## src/rtl/stoi_pkg.sv

```systemverilog
// ----------------------------------------------------------------------------
// stoi_pkg: shared types and constants of the string to integer parser
// Phase codes, parser state record, configuration record and character codes.
// ----------------------------------------------------------------------------
package stoi_pkg;

    // Widths of the value and the consumed-count arithmetic
    localparam int VALUE_WIDTH  = 64;
    localparam int OFFSET_WIDTH = 16;

    // Widths of the fixed port fields
    localparam int CHAR_W     = 8;
    localparam int BASE_W     = 6;
    localparam int VALUE_W    = 64;
    localparam int END_OFF_W  = 16;
    localparam int OUT_DATA_W = VALUE_W + END_OFF_W;
    localparam int DIGIT_W    = 6;

    // Base limits
    localparam logic [BASE_W-1:0] BASE_AUTO = 6'd0;
    localparam logic [BASE_W-1:0] BASE_MIN  = 6'd2;
    localparam logic [BASE_W-1:0] BASE_MAX  = 6'd36;
    localparam logic [BASE_W-1:0] BASE_OCT  = 6'd8;
    localparam logic [BASE_W-1:0] BASE_DEC  = 6'd10;
    localparam logic [BASE_W-1:0] BASE_HEX  = 6'd16;

    // Digit value of a character that is no digit at all
    localparam logic [DIGIT_W-1:0] NO_DIGIT = 6'd63;

    // Character codes
    localparam logic [CHAR_W-1:0] CH_TAB   = 8'd9;
    localparam logic [CHAR_W-1:0] CH_CR    = 8'd13;
    localparam logic [CHAR_W-1:0] CH_SPACE = 8'd32;
    localparam logic [CHAR_W-1:0] CH_PLUS  = 8'd43;
    localparam logic [CHAR_W-1:0] CH_MINUS = 8'd45;
    localparam logic [CHAR_W-1:0] CH_ZERO  = 8'd48;
    localparam logic [CHAR_W-1:0] CH_NINE  = 8'd57;
    localparam logic [CHAR_W-1:0] CH_UC_A  = 8'd65;
    localparam logic [CHAR_W-1:0] CH_UC_X  = 8'd88;
    localparam logic [CHAR_W-1:0] CH_UC_Z  = 8'd90;
    localparam logic [CHAR_W-1:0] CH_LC_A  = 8'd97;
    localparam logic [CHAR_W-1:0] CH_LC_X  = 8'd120;
    localparam logic [CHAR_W-1:0] CH_LC_Z  = 8'd122;

    // Configuration register indexes
    localparam logic REG_BASE   = 1'b0;
    localparam logic REG_SIGNED = 1'b1;

    typedef enum logic [2:0] {
        PH_SPACE  = 3'd0,
        PH_PREFIX = 3'd1,
        PH_XMARK  = 3'd2,
        PH_DIGITS = 3'd3,
        PH_DONE   = 3'd4
    } t_phase;

    typedef struct packed {
        t_phase                    phase;
        logic                      neg;
        logic [BASE_W-1:0]         base;
        logic [VALUE_WIDTH-1:0]    acc;
        logic [OFFSET_WIDTH-1:0]   cnt;
    } t_state;

    typedef struct packed {
        logic [BASE_W-1:0] base_setting;
        logic              signed_mode;
    } t_cfg;

endpackage

```

## src/rtl/stoi_cfg_regs.sv

```systemverilog
// ----------------------------------------------------------------------------
// stoi_cfg_regs: configuration registers
// Holds the base setting and the signed mode, written through the cfg channel.
// ----------------------------------------------------------------------------
module stoi_cfg_regs import stoi_pkg::*; (
    input  logic              i_clk,
    input  logic              i_rst_n,
    input  logic              i_cfg_valid,
    output logic              o_cfg_ready,
    input  logic              i_cfg_index,
    input  logic [BASE_W-1:0] i_cfg_data,
    output t_cfg              o_cfg
);

    t_cfg r_cfg;

    // Always able to take a write
    assign o_cfg_ready = 1'b1;
    assign o_cfg       = r_cfg;

    // Register write
    always_ff @(posedge i_clk) begin
        if (!i_rst_n) begin
            r_cfg.base_setting <= BASE_AUTO;
            r_cfg.signed_mode  <= 1'b1;
        end else if (i_cfg_valid) begin
            case (i_cfg_index)
                REG_BASE:   r_cfg.base_setting <= i_cfg_data;
                REG_SIGNED: r_cfg.signed_mode  <= i_cfg_data[0];
                default:    r_cfg <= r_cfg;
            endcase
        end
    end

endmodule

```

## src/rtl/stoi_step.sv

```systemverilog
// ----------------------------------------------------------------------------
// stoi_step: one-character parser step
// Next parser state and optional result for one character, pure logic.
// ----------------------------------------------------------------------------
module stoi_step import stoi_pkg::*; (
    input  t_state                  i_state,
    input  t_cfg                    i_cfg,
    input  logic [CHAR_W-1:0]       i_char,
    input  logic                    i_start,
    output t_state                  o_state,
    output logic                    o_emit,
    output logic [VALUE_WIDTH-1:0]  o_value,
    output logic [OFFSET_WIDTH-1:0] o_offset
);

    // Digit value 0..35, or NO_DIGIT
    function automatic logic [DIGIT_W-1:0] f_digit(input logic [CHAR_W-1:0] c);
        logic [DIGIT_W-1:0] d;
        d = NO_DIGIT;
        if (c >= CH_ZERO && c <= CH_NINE) begin
            d = DIGIT_W'(c - CH_ZERO);
        end else if (c >= CH_UC_A && c <= CH_UC_Z) begin
            d = DIGIT_W'(c - CH_UC_A + 8'd10);
        end else if (c >= CH_LC_A && c <= CH_LC_Z) begin
            d = DIGIT_W'(c - CH_LC_A + 8'd10);
        end
        return d;
    endfunction

    t_state                     s;
    logic                       stop;
    logic                       inc;
    logic                       is_space;
    logic                       is_x;
    logic [DIGIT_W-1:0]         digit;
    logic [VALUE_WIDTH+BASE_W-1:0] prod;

    assign is_space = (i_char inside {[CH_TAB:CH_CR], CH_SPACE});
    assign is_x     = (i_char == CH_LC_X) || (i_char == CH_UC_X);
    assign digit    = f_digit(i_char);
    // Multiply by the base currently in force (the base is settled by then)
    assign prod     = i_state.acc * i_state.base;

    always_comb begin
        s        = i_state;
        stop     = 1'b0;
        inc      = 1'b0;
        o_emit   = 1'b0;
        o_value  = '0;
        o_offset = '0;

        // Start of string: clear and latch the base, reject invalid bases
        if (i_start) begin
            s.phase = PH_SPACE;
            s.neg   = 1'b0;
            s.base  = i_cfg.base_setting;
            s.acc   = '0;
            s.cnt   = '0;
            if (s.base != BASE_AUTO && (s.base < BASE_MIN || s.base > BASE_MAX)) begin
                s.phase = PH_DONE;
                o_emit  = 1'b1;
                stop    = 1'b1;
            end
        end

        // Leading whitespace and sign
        if (!stop && s.phase == PH_SPACE) begin
            if (is_space) begin
                inc  = 1'b1;
                stop = 1'b1;
            end else begin
                s.phase = PH_PREFIX;
                if (i_cfg.signed_mode && (i_char == CH_PLUS || i_char == CH_MINUS)) begin
                    s.neg = (i_char == CH_MINUS);
                    inc   = 1'b1;
                    stop  = 1'b1;
                end
            end
        end

        // Optional leading zero of a prefix
        if (!stop && s.phase == PH_PREFIX) begin
            if ((s.base == BASE_AUTO || s.base == BASE_HEX) && i_char == CH_ZERO) begin
                inc     = 1'b1;
                s.phase = PH_XMARK;
                stop    = 1'b1;
            end else if (s.base == BASE_AUTO) begin
                s.base  = BASE_DEC;
                s.phase = PH_DIGITS;
            end else if (s.base == BASE_HEX) begin
                s.phase = PH_XMARK;
            end else begin
                s.phase = PH_DIGITS;
            end
        end

        // Optional x mark
        if (!stop && s.phase == PH_XMARK) begin
            s.phase = PH_DIGITS;
            if (is_x) begin
                if (s.base == BASE_AUTO) s.base = BASE_HEX;
                inc  = 1'b1;
                stop = 1'b1;
            end else if (s.base == BASE_AUTO) begin
                s.base = BASE_OCT;
            end
        end

        // Digits, or stop and report
        if (!stop && s.phase == PH_DIGITS) begin
            if (digit < s.base) begin
                // s.acc is unchanged here from i_state unless a start cleared it
                s.acc = i_start ? VALUE_WIDTH'(digit)
                                : VALUE_WIDTH'(prod) + VALUE_WIDTH'(digit);
                inc   = 1'b1;
            end else begin
                s.phase  = PH_DONE;
                o_emit   = 1'b1;
                o_value  = s.neg ? (~s.acc + 1'b1) : s.acc;
                o_offset = s.cnt;
            end
        end

        // Saturating count of consumed characters
        if (inc && s.cnt != '1) begin
            s.cnt = s.cnt + 1'b1;
        end

        o_state = s;
    end

endmodule

```

## src/rtl/string_to_integer_parser.sv

```systemverilog
// ----------------------------------------------------------------------------
// string_to_integer_parser: streaming strtol-style parser
// Path: the word that ends the string passes the input register, then one step
//   of logic into the output register, from which the result word leaves.
// Throughput: one character word per cycle, save while a word that makes a
//   result waits on a stalled output; the accumulator multiply-add sets the cycle.
// Reset: synchronous active-low i_rst_n clears the parser (whitespace phase,
//   auto base), the valid flags, base_setting to 0 and signed_mode to 1.
// ----------------------------------------------------------------------------
module string_to_integer_parser import stoi_pkg::*; (
    input  logic                  i_clk,
    input  logic                  i_rst_n,
    // input character stream
    input  logic                  i_s_tvalid,
    output logic                  o_s_tready,
    input  logic [CHAR_W-1:0]     i_s_tdata,   // [7:0] char_code
    input  logic                  i_s_tuser,   // [0] start_of_string
    // result stream
    output logic                  o_m_tvalid,
    input  logic                  i_m_tready,
    output logic [OUT_DATA_W-1:0] o_m_tdata,   // [63:0] value, [79:64] end_offset
    // configuration writes
    input  logic                  i_cfg_valid,
    output logic                  o_cfg_ready,
    input  logic                  i_cfg_index,
    input  logic [BASE_W-1:0]     i_cfg_data
);

    t_cfg                    cfg;
    t_state                  r_state;
    t_state                  n_state;
    logic                    r_in_valid;
    logic [CHAR_W-1:0]       r_in_char;
    logic                    r_in_start;
    logic                    r_out_valid;
    logic [OUT_DATA_W-1:0]   r_out_data;
    logic                    emit;
    logic [VALUE_WIDTH-1:0]  step_value;
    logic [OFFSET_WIDTH-1:0] step_offset;
    logic                    out_free;
    logic                    advance;

    stoi_cfg_regs u_cfg (
        .i_clk       (i_clk),
        .i_rst_n     (i_rst_n),
        .i_cfg_valid (i_cfg_valid),
        .o_cfg_ready (o_cfg_ready),
        .i_cfg_index (i_cfg_index),
        .i_cfg_data  (i_cfg_data),
        .o_cfg       (cfg)
    );

    stoi_step u_step (
        .i_state  (r_state),
        .i_cfg    (cfg),
        .i_char   (r_in_char),
        .i_start  (r_in_start),
        .o_state  (n_state),
        .o_emit   (emit),
        .o_value  (step_value),
        .o_offset (step_offset)
    );

    // A held word moves on unless it makes a result and the output is stuck
    assign out_free   = !r_out_valid || i_m_tready;
    assign advance    = r_in_valid && (!emit || out_free);
    assign o_s_tready = !r_in_valid || advance;

    assign o_m_tvalid = r_out_valid;
    assign o_m_tdata  = r_out_data;

    // Input register
    always_ff @(posedge i_clk) begin
        if (!i_rst_n) begin
            r_in_valid <= 1'b0;
        end else if (o_s_tready) begin
            r_in_valid <= i_s_tvalid;
        end
    end

    always_ff @(posedge i_clk) begin
        if (o_s_tready && i_s_tvalid) begin
            r_in_char  <= i_s_tdata;
            r_in_start <= i_s_tuser;
        end
    end

    // Parser state
    always_ff @(posedge i_clk) begin
        if (!i_rst_n) begin
            r_state.phase <= PH_SPACE;
            r_state.neg   <= 1'b0;
            r_state.base  <= BASE_AUTO;
            r_state.acc   <= '0;
            r_state.cnt   <= '0;
        end else if (advance) begin
            r_state <= n_state;
        end
    end

    // Output register
    always_ff @(posedge i_clk) begin
        if (!i_rst_n) begin
            r_out_valid <= 1'b0;
        end else if (advance && emit) begin
            r_out_valid <= 1'b1;
        end else if (i_m_tready) begin
            r_out_valid <= 1'b0;
        end
    end

    always_ff @(posedge i_clk) begin
        if (advance && emit) begin
            r_out_data <= {END_OFF_W'(step_offset), VALUE_W'(step_value)};
        end
    end

    // A result that cannot leave keeps its character held
    a_hold_on_stall: assert property (@(posedge i_clk) disable iff (!i_rst_n)
        (r_in_valid && emit && r_out_valid && !i_m_tready)
        |=> (r_in_valid && $stable(r_in_char) && $stable(r_in_start)))
        else $error("emitting character dropped while output stalled");

    // Every emitted result closes the string
    a_done_after_emit: assert property (@(posedge i_clk) disable iff (!i_rst_n)
        (advance && emit) |=> (r_state.phase == PH_DONE && r_out_valid))
        else $error("parser not done after result");

    // Digit phase always runs with a real base
    a_digit_base: assert property (@(posedge i_clk) disable iff (!i_rst_n)
        (r_state.phase == PH_DIGITS) |-> (r_state.base >= BASE_MIN && r_state.base <= BASE_MAX))
        else $error("digit phase with invalid base");

endmodule
```

## config.mk

```make
export PLATFORM = sky130hd
export DESIGN_NAME = string_to_integer_parser
export DESIGN_NICKNAME = d
export VERILOG_FILES = /design/src/rtl/stoi_pkg.sv /design/src/rtl/stoi_cfg_regs.sv /design/src/rtl/stoi_step.sv /design/src/rtl/string_to_integer_parser.sv
export SDC_FILE = /design/constraint.sdc
export NUM_CORES = 1
export LEC_CHECK = 0
export BUFFER_PORTS_ARGS = -buffer_cell sky130_fd_sc_hd__buf_2
export CORE_MARGIN = 3
export CORE_UTILIZATION = 65
export DETAILED_ROUTE_END_ITERATION = 12
export HOLD_SLACK_MARGIN = 0.15
export PLACE_DENSITY = 0.84
export SLEW_MARGIN = 20
export SYNTH_ARGS = -nofsm -noshare
export SYNTH_HDL_FRONTEND = slang
export SYNTH_HIERARCHICAL = 1
export SYNTH_SLANG_ARGS = --single-unit
```

## constraint.sdc

```tcl
create_clock -name i_clk -period 8.2 [get_ports i_clk]
set_input_delay 1.64 -clock i_clk [delete_from_list [all_inputs] [get_ports i_clk]]
set_output_delay 1.64 -clock i_clk [all_outputs]
set_load 0.005 [all_outputs]
```

# Word level (Yosys, flattened, before mapping)
# Index checks and enable logic that the tools add are counted.
# word_totals
wordCells	133
regBits	188
output_inout_bits	83
# op_classes
n_lt_le_gt_ge	11
muxes	49
multipliers	1
n_bitwise	3
n_reduce_logical	38
n_addsub	8
eq_ne	11
# op_table
op	count
64-bit 2-to-1 mux	4
90-bit 2-to-1 mux	1
64-bit by 1-bit adder with 64-bit output, second input constant	1
64-bit by 6-bit adder with 64-bit output	1
64-bit by 6-bit multiplier with 64-bit output	1
64-bit inverter	1
6-bit 2-to-1 mux	10
8-bit by 6-bit equality test with 1-bit output, second input constant	4
1-bit 2-to-1 mux	24
3-bit 2-to-1 mux	7
16-bit by 1-bit adder with 16-bit output, second input constant	1
8-bit by 7-bit equality test with 1-bit output, second input constant	2
8-bit by 7-bit greater-or-equal comparator with 1-bit output, second input constant	2
8-bit by 7-bit <= comparator with 1-bit output, second input constant	2
16-bit 2-to-1 mux	1
16-bit != test, second input constant	1
1-bit logical AND	15
6-bit by 4-bit adder with 6-bit output, second input constant	2
6-bit zero test	2
6-bit subtractor, second input constant	2
8-bit by 4-bit greater-or-equal comparator with 1-bit output, second input constant	1
8-bit by 6-bit greater-or-equal comparator with 1-bit output, second input constant	1
8-bit by 4-bit <= comparator with 1-bit output, second input constant	1
8-bit by 6-bit <= comparator with 1-bit output, second input constant	1
other kinds (16)	33

# Longest topological paths before layout
# Gate-level depths: netlist of the first run.
# depth
ltp_word	23
depth_mapped	25

# By module
# The synthesis of the first run kept the hierarchy.
# by_module_without_submodules
mod	area_each_um2	instances	seq_area_each_um2	cells_per_inst
stoi_step	16696.0	1	0.0	2294
string_to_integer_parser	6436.2	1	4514.3	490
stoi_cfg_regs	309.0	1	140.1	33

# Worst setup path after synthesis of the first run
# OpenSTA, ideal clock, no wires.
# synth_timing
path_kind	reg-to-reg
from	reg r_in_char[1]
to	reg r_out_data[0], in the netlist o_m_tdata[0] (enable)
arrival_ps	6430
path_slack_ps	1323
stages_incl_launch_ff	25
path_buffers	3
path_cell_list	edfxtp_1 inv_1 ha_1 o21bai_1 a22oi_1 or3_1 a21boi_2 nor3b_1 o32a_1 nor2_1 and3_1 a21oi_1 ha_1 a21o_1 a211oi_1 nand2_1 o21ai_0 a31oi_2 nand4b_1 clkbuf_1 nand2_1 a21boi_2 buf_12 buf_12 and2_1
# synth_between
elab_chain_len	20
# synth_lines
element	line	rtl
from (decl)	string_to_integer_parser.sv:33	logic [CHAR_W-1:0] r_in_char;
from (signal assigned)	string_to_integer_parser.sv:83	r_in_char <= i_s_tdata;
parallel branches: the longest is 15 deep, another holds 8-bit by 4-bit greater-or-equal comparator with 1-bit output	--	
1-bit 2-to-1 mux (*)	stoi_step.sv:110	if (!stop && s.phase == PH_DIGITS) begin
via emit	string_to_integer_parser.sv:37	logic emit;
1-bit zero test	string_to_integer_parser.sv:66	assign advance = r_in_valid && (!emit || out_free);
1-bit logical OR	string_to_integer_parser.sv:66	
1-bit logical AND	string_to_integer_parser.sv:66	
1-bit logical AND (*)	string_to_integer_parser.sv:113	if (advance && emit) begin
to (signal assigned)	string_to_integer_parser.sv:114	r_out_data <= {END_OFF_W'(step_offset), VALUE_W'(step_value)};
to (decl)	string_to_integer_parser.sv:36	logic [OUT_DATA_W-1:0] r_out_data;
# Mark *: on every way through the listed nets, which the timed path passes.
# A chain may end at the register's enable or synchronous reset.

==> results.md, run 1 <==
- Commonest cells after routing, fill and taps aside: 555 x nand2_1, 245 x and2_1, 240 x fa_1
- Core ar.: ~35000 um2
- FF-to-FF setup slack: between 1 and 1.5 ns
- Ys async rst share: 0
- Worst-Margin Slew: approximately 1 ns
- Status: finished, final reports clean
- Commonest non-fill, non-tap cell in the layout: nand2_1
- Die height: approximately 200 um
- Pwr dens: about 91 nW/um2
- Crit share post-route: 0.859
- Lkg Pwr: 11.1 nW
- Vias in the first global route: 20700
- Dpl cell area: ~24000 um2
- CTS tree: built
- CP startpoint kind: flip-flop
- Ratio of cells with drive above 1 in the final layout: 0.0712
- # setup viols final: 0
- # hold bufs at CTS: 0
- Post-route DRC: 0
- CTS Buf Count: 17
- Syn_nets: 3222
- Nature of the critical path endpoint: flip-flop
- Area of the mapped netlist: around 23000 um2
- Maxcap violations: 0
- Antenna violations before repair: 0
- DP HPWL: between 40000 and 50000 um
- Worst EP arrival: ~7.5 ns
- Via/cell ratio: around 6.4
- Post-layout nets: roughly 3200
- Root buf cell: clkbuf_16
- Number of H-tree levels: 4
- CTS Sinks: 188
- Count of final hold-check violations: 0
- Setup Slack @ Placement: about 1.3 ns
- Final clock skew: 0.0130 ns
- Gate Count Post-Synth: around 2800
- Routability cong.: just over 1
- Worst-Skew Late Latency: about 0.47 ns
- Initial Util: 0.669
- Top FF cell, synth: dfxtp_1
- Bufs on Longest Clock Path: 2
- Port bufs: 102
- Max-slew headroom: 0.326
- Post-DRT Antenna Nets: 0
- Fill cell count: between 2000 and 3000
- First-pass iteration count of the detailed router: 6
- RSZ-0062 raised after global routing: false
- Min Tclk post-route: between 7 and 8 ns
- Drt first-iter violations: around 2700
- Peak supply drop: between 0.2 and 0.25 mV
- Remaining Overflow, GRT: 0
- Buffer count from post-CTS setup fixing: 0
- PostCTS Resize Cnt: 0
- First-pass GRT wire length: ~110000 um
- Worst-path clk slew: approximately 0.080 ns
- Full die area: approximately 38000 um2
- Yosys warning count: 6
- DR vias: between 20000 and 25000
- Syn_area_per_cell: between 8 and 9 um2
- CP max FO: 38
- Final setup margin: ~1.2 ns
- Total wire length: 67600 um
- Fmax: between 100 and 150 MHz
- Sequential area share after synthesis: 0.199
- Flops & latches, synth: 188
- Crit path kind: flip-flop to flip-flop
- Row count: between 60 and 70
- Global Route Usage Sum: 0.350
- EDFF count, synth: slightly below 90
- Final hold slack: about 0.46 ns
- Final slew viol count: 0
- Post-synth cell types: 84
- Largest net degree at the start of global routing: approximately 130
- Die X: a little under 200 um
- Layout area overhead: 3.98%
- Fin area: roughly 24000 um2
- DR WL/cell: between 20 and 25 um
- Critical Path RT: roughly 8.6 ns
- Setup TNS: 0 ns
- Ports: 104
- Type of the tightest min-delay check: flip-flop to flip-flop
==> worst paths after layout <==
kind,start,endpoint,cells past startpoint
worst min-delay path,r_state[86]$_SDFFE_PN0P_,r_state[86]$_SDFFE_PN0P_,2
worst max register to register,r_state[84]$_SDFFE_PN0P_,r_state[75]$_SDFFE_PN0P_,21
worst min register to register,r_state[86]$_SDFFE_PN0P_,r_state[86]$_SDFFE_PN0P_,2
worst max-delay path,r_state[84]$_SDFFE_PN0P_,r_state[75]$_SDFFE_PN0P_,21
==> final cells by class <==
| type | instances | area [um2] | area share |
|---|---|---|---|
| inverter | 197 | 739 | 0.0303 |
| timing repair buffer | 123 | 719 | 0.0295 |
| tap | 455 | 569 | 0.0234 |
| sequential | 188 | 4660 | 0.191 |
| clock buffer | 17 | 425 | 0.0175 |
| multi-input combinational | 2228 | 17100 | 0.702 |
| antenna | 2 | 5.00 | 0.000205 |
| clock inverter | 15 | 151 | 0.00621 |
==> flip-flops by register name (all words and copies together) (netlist names) <==
name and count:
r_in_start 1, r_in_char 8, r_state 90, o_m_tdata 80, r_in_valid 1, u_cfg/o_cfg 7
o_m_tvalid 1
==> synthesized netlist by cell type (6+ instances only) <==
library cell / instances / share of area
inv_1: 196 / 0.031
nand2_1: 555 / 0.089
clkbuf_1: 169 / 0.027
and2_1: 246 / 0.066
a21o_1: 27 / 0.0086
o211ai_1: 7 / 0.0022
o21ai_0: 100 / 0.021
o21bai_1: 15 / 0.0048
nor2_1: 159 / 0.025
o31ai_1: 21 / 0.0067
o21a_1: 10 / 0.0032
buf_2: 15 / 0.0032
nand3b_1: 9 / 0.0029
dfxtp_1: 99 / 0.085
nor2b_1: 26 / 0.0069
nor3b_1: 6 / 0.0019
nand2b_1: 9 / 0.0024
or4_1: 12 / 0.0038
a21oi_1: 155 / 0.033
and3_1: 13 / 0.0035
mux2i_1: 110 / 0.047
xnor2_1: 66 / 0.025
nand3_1: 44 / 0.0094
fa_1: 240 / 0.20
edfxtp_1: 89 / 0.11
nand4_1: 19 / 0.0051
a211oi_1: 13 / 0.0042
ha_1: 144 / 0.077
buf_12: 10 / 0.0085
nor3_1: 37 / 0.0079
xor2_1: 46 / 0.017
o41ai_1: 8 / 0.0030
nor4_1: 10 / 0.0027
or3_1: 13 / 0.0035
a31oi_1: 19 / 0.0051
==> worst max-delay path, stage by stage (launching register included) <==
cell,delay [ns]
dfxtp_2,0.85
buf_4,0.46
and2_1,0.19
ha_1,0.14
inv_1,0.05
fa_1,0.49
inv_1,0.05
fa_1,0.51
fa_1,0.51
ha_1,0.35
o21a_1,0.13
o31a_1,0.22
nor3_1,0.12
o31ai_1,0.65
a41oi_1,0.29
a211oi_1,0.63
o21ai_0,0.44
a21boi_0,0.36
nor3_1,0.08
o41ai_1,0.24
nand2_1,0.09
mux2i_1,0.12
==> per-stage QoR <==
step / utilization / instances / power [mW]
final: 0.695 / 3225 / 2.21
after global routing: 0.695 / 3223 / 2.28
after CTS: 0.694 / 3221 / 2.21
after detailed placement: 0.677 / 3189 / 1.38
after global placement: 0.677 / 3189 / 1.37
after floorplan: - / 2817 / 1.27
==> kinds of logic after synthesis <==
family,Yosys count,share of synthesized area
AO/OA/AOI/OAI,438,0.116
buffers and inverters,401,0.0731
multiplexers,115,0.0494
other,1,0.000160
adder cells (fa/ha/maj),384,0.282
AND/OR/NAND/NOR,1178,0.239
XOR/XNOR,112,0.0418
flip-flops,188,0.199
==> per-layer routing <==
layer / vias up / wire length (um) / GRT usage
met5: - / 0 / 0
met4: 0 / 3000 / 0.151
met3: 261 / 7430 / 0.0750
met2: 1419 / 30200 / 0.548
met1: 9923 / 26900 / 0.474
li1: 9176 / - / -
==> where the power goes <==
part | switching (mW) | leakage, nW | total (mW) | internal, mW
clock | 0.438 | 0.284 | 0.844 | 0.406
combinational | 0.237 | 9.09 | 0.331 | 0.0935
sequential | 0.0334 | 1.69 | 1.04 | 1.01
total | 0.709 | 11.1 | 2.21 | 1.51
Power figures use the tool's default switching activity.
==> run 2: changes to the inputs <==
==> constraint.sdc (replaced) <==
create_clock -name i_clk -period 7.49 [get_ports i_clk]
set_input_delay 1.498 -clock i_clk [delete_from_list [all_inputs] [get_ports i_clk]]
set_output_delay 1.498 -clock i_clk [all_outputs]
set_load 0.005 [all_outputs]
==> results.md, run 2 (same netlist as run 1, synthesis figures left out) <==
- Commonest cells after routing, fill and taps aside: 555 x nand2_1, 245 x and2_1, 240 x fa_1
- Worst-Skew Late Latency: 0.47 ns (about the same)
- DP HPWL: 47600 um (+0.16%)
- Row count: 68 (unchanged)
- Post-route DRC: 0 (unchanged)
- CP startpoint kind: flip-flop
- Max-slew headroom: 0.298 (-0.0285)
- Type of the tightest min-delay check: flip-flop to flip-flop
- Largest register FFs: 90 (unchanged)
- Dpl cell area: 23800 um2 (+0.25%)
- Cell count of the worst reg-to-reg path: 22 (+4.8%)
- Full die area: 38400 um2 (unchanged)
- CTS Sinks: 188 (unchanged)
- Number of H-tree levels: 4 (unchanged)
- Remaining Overflow, GRT: 0 (unchanged)
- RSZ-0062 raised after global routing: false
- Worst-Margin Slew: 1.05 ns (+0.0533 ns)
- Ratio of cells with drive above 1 in the final layout: 0.0724 (+0.00126)
- Ports: 104 (unchanged)
- Initial Util: 0.669 (unchanged)
- Worst EP arrival: 7.18 ns (-0.27 ns)
- DR WL/cell: 20.8 um (-0.71%)
- First-pass GRT wire length: 108000 um (+0.23%)
- Via/cell ratio: 6.41 (-0.53%)
- Post-layout nets: 3167 (+0.22%)
- Hold Crit Depth: 2 (unchanged)
- Total wire length: 67200 um (-0.53%)
- Utilization after layout: 0.697 (+0.00136)
- First-pass iteration count of the detailed router: 8 (+2)
- # setup viols final: 0 (unchanged)
- Lkg Pwr: 11.1 nW (+0.30%)
- # hold bufs at CTS: 0 (unchanged)
- Status: finished, final reports clean
- Global Route Usage Sum: 0.352 (+0.00158)
- CTS tree: built
- Drt first-iter violations: 2180 (-20%)
- PostCTS Resize Cnt: 0 (unchanged)
- Maxcap violations: 0 (unchanged)
- Routability cong.: 1.00 (-1.7%)
- Final clock skew: 0.0151 ns (+0.00216 ns)
- Largest net degree at the start of global routing: 124 (-1.6%)
- DR vias: 20700 (-0.34%)
- Layout area overhead: 4.18%
- Core ar.: 35100 um2 (unchanged)
- Buffer count from post-CTS setup fixing: 0 (unchanged)
- Critical Path RT: 7.89 ns (-0.71 ns)
- Port bufs: 102 (unchanged)
- Fmax: 148 MHz (+4.0%)
- Bufs on Longest Clock Path: 2 (unchanged)
- Worst-path clk slew: 0.08 ns (about the same)
- Count of final hold-check violations: 0 (unchanged)
- Die height: 196 um (unchanged)
- Die X: 196 um (unchanged)
- Crit path kind: flip-flop to flip-flop
- Vias in the first global route: 20600 (-0.082%)
- Setup TNS: 0 ns (unchanged)
- CTS Buf Count: 17 (unchanged)
- Biggest register: r_state
- Nature of the critical path endpoint: flip-flop
- Pwr dens: 101 nW/um2 (+11%)
- Root buf cell: clkbuf_16
- Peak supply drop: 0.256 mV (+26%)
- Fin area: 24400 um2 (+0.20%)
- Post-DRT Antenna Nets: 0 (unchanged)
- Crit share post-route: 0.904 (+0.0450)
- Antenna violations before repair: 0 (unchanged)
- Final slew viol count: 0 (unchanged)
- Commonest non-fill, non-tap cell in the layout: nand2_1
- Min Tclk post-route: 6.77 ns (-0.273 ns)
- CP max FO: 9 (-76%)
run 2: cell types whose count changed in the layout (fill, tap and decap cells not counted), moves of 2 or more:
| cell | delta |
|---|---|
| clkinv_8 | -3 |
| inv_8 | -2 |
| clkbuf_1 | +4 |
| buf_4 | +8 |
| clkbuf_8 | +2 |
| clkinv_2 | -3 |
run 2: critical path, stage by stage, from the launching register on:
cell,delay [ns]
edfxtp_1,0.49
inv_1,0.18
ha_1,0.25
nor4b_2,0.32
o21ai_1,0.10
o211ai_1,0.15
nor2b_1,0.55
o21ai_0,0.19
a21oi_1,0.37
fa_1,0.49
ha_1,0.34
nor2b_1,0.26
o31a_1,0.25
nor3_1,0.12
o31ai_2,0.44
a41oi_1,0.29
a211oi_1,0.62
o21ai_0,0.35
a21boi_0,0.35
nor3_1,0.08
o41ai_1,0.27
nand2_1,0.09
mux2i_1,0.16
run 2: area by class of cell:
| class | instances | area [um2] |
|---|---|---|
| Antenna cell | 1 | 2.50 |
| Clock buffer | 24 | 493 |
| Clock inverter | 8 | 96.3 |
| Fill cell | 2793 | 10600 |
| Inverter | 197 | 739 |
| Multi-Input combinational cell | 2228 | 17100 |
| Sequential cell | 188 | 4660 |
| Tap cell | 455 | 569 |
| Timing Repair Buffer | 130 | 752 |
run 2: metal layers:
layer	routed length, um	global-route usage	vias up
met4	2820	0.150	0
met3	7060	0.0725	247
met1	26500	0.466	9977
met2	30900	0.566	1290
met5	0	0	-
li1	-	-	9194
run 2: power breakdown:
part           switching (mW)  internal (mW)
combinational           0.266          0.104
sequential             0.0353           1.10
clock                   0.453          0.507
run 2: per-stage QoR:
step / total power, mW / hold WS (ns) / setup slack (ns) / std cells
4_1_cts: 2.47 / 0.471 / 0.702 / 3229
3_3_place_gp: 1.50 / 0.441 / 0.933 / 3197
2_1_floorplan: 1.40 / 0.430 / 0.613 / 2817
6_report: 2.47 / 0.468 / 0.717 / 3231
5_1_grt: 2.53 / 0.510 / 0.194 / 3230
3_5_place_dp: 1.51 / 0.461 / 0.750 / 3197
run 2: final timing paths:
| check | startpoint | end | slack, ns |
|---|---|---|---|
| worst max-delay path | r_in_char[0]$_DFFE_PP_ | r_state[75]$_SDFFE_PN0P_ | 0.72 |
| worst min-delay path | r_state[86]$_SDFFE_PN0P_ | r_state[86]$_SDFFE_PN0P_ | 0.47 |
| worst max register to register | r_in_char[0]$_DFFE_PP_ | r_state[75]$_SDFFE_PN0P_ | 0.72 |
| worst min register to register | r_state[86]$_SDFFE_PN0P_ | r_state[86]$_SDFFE_PN0P_ | 0.47 |
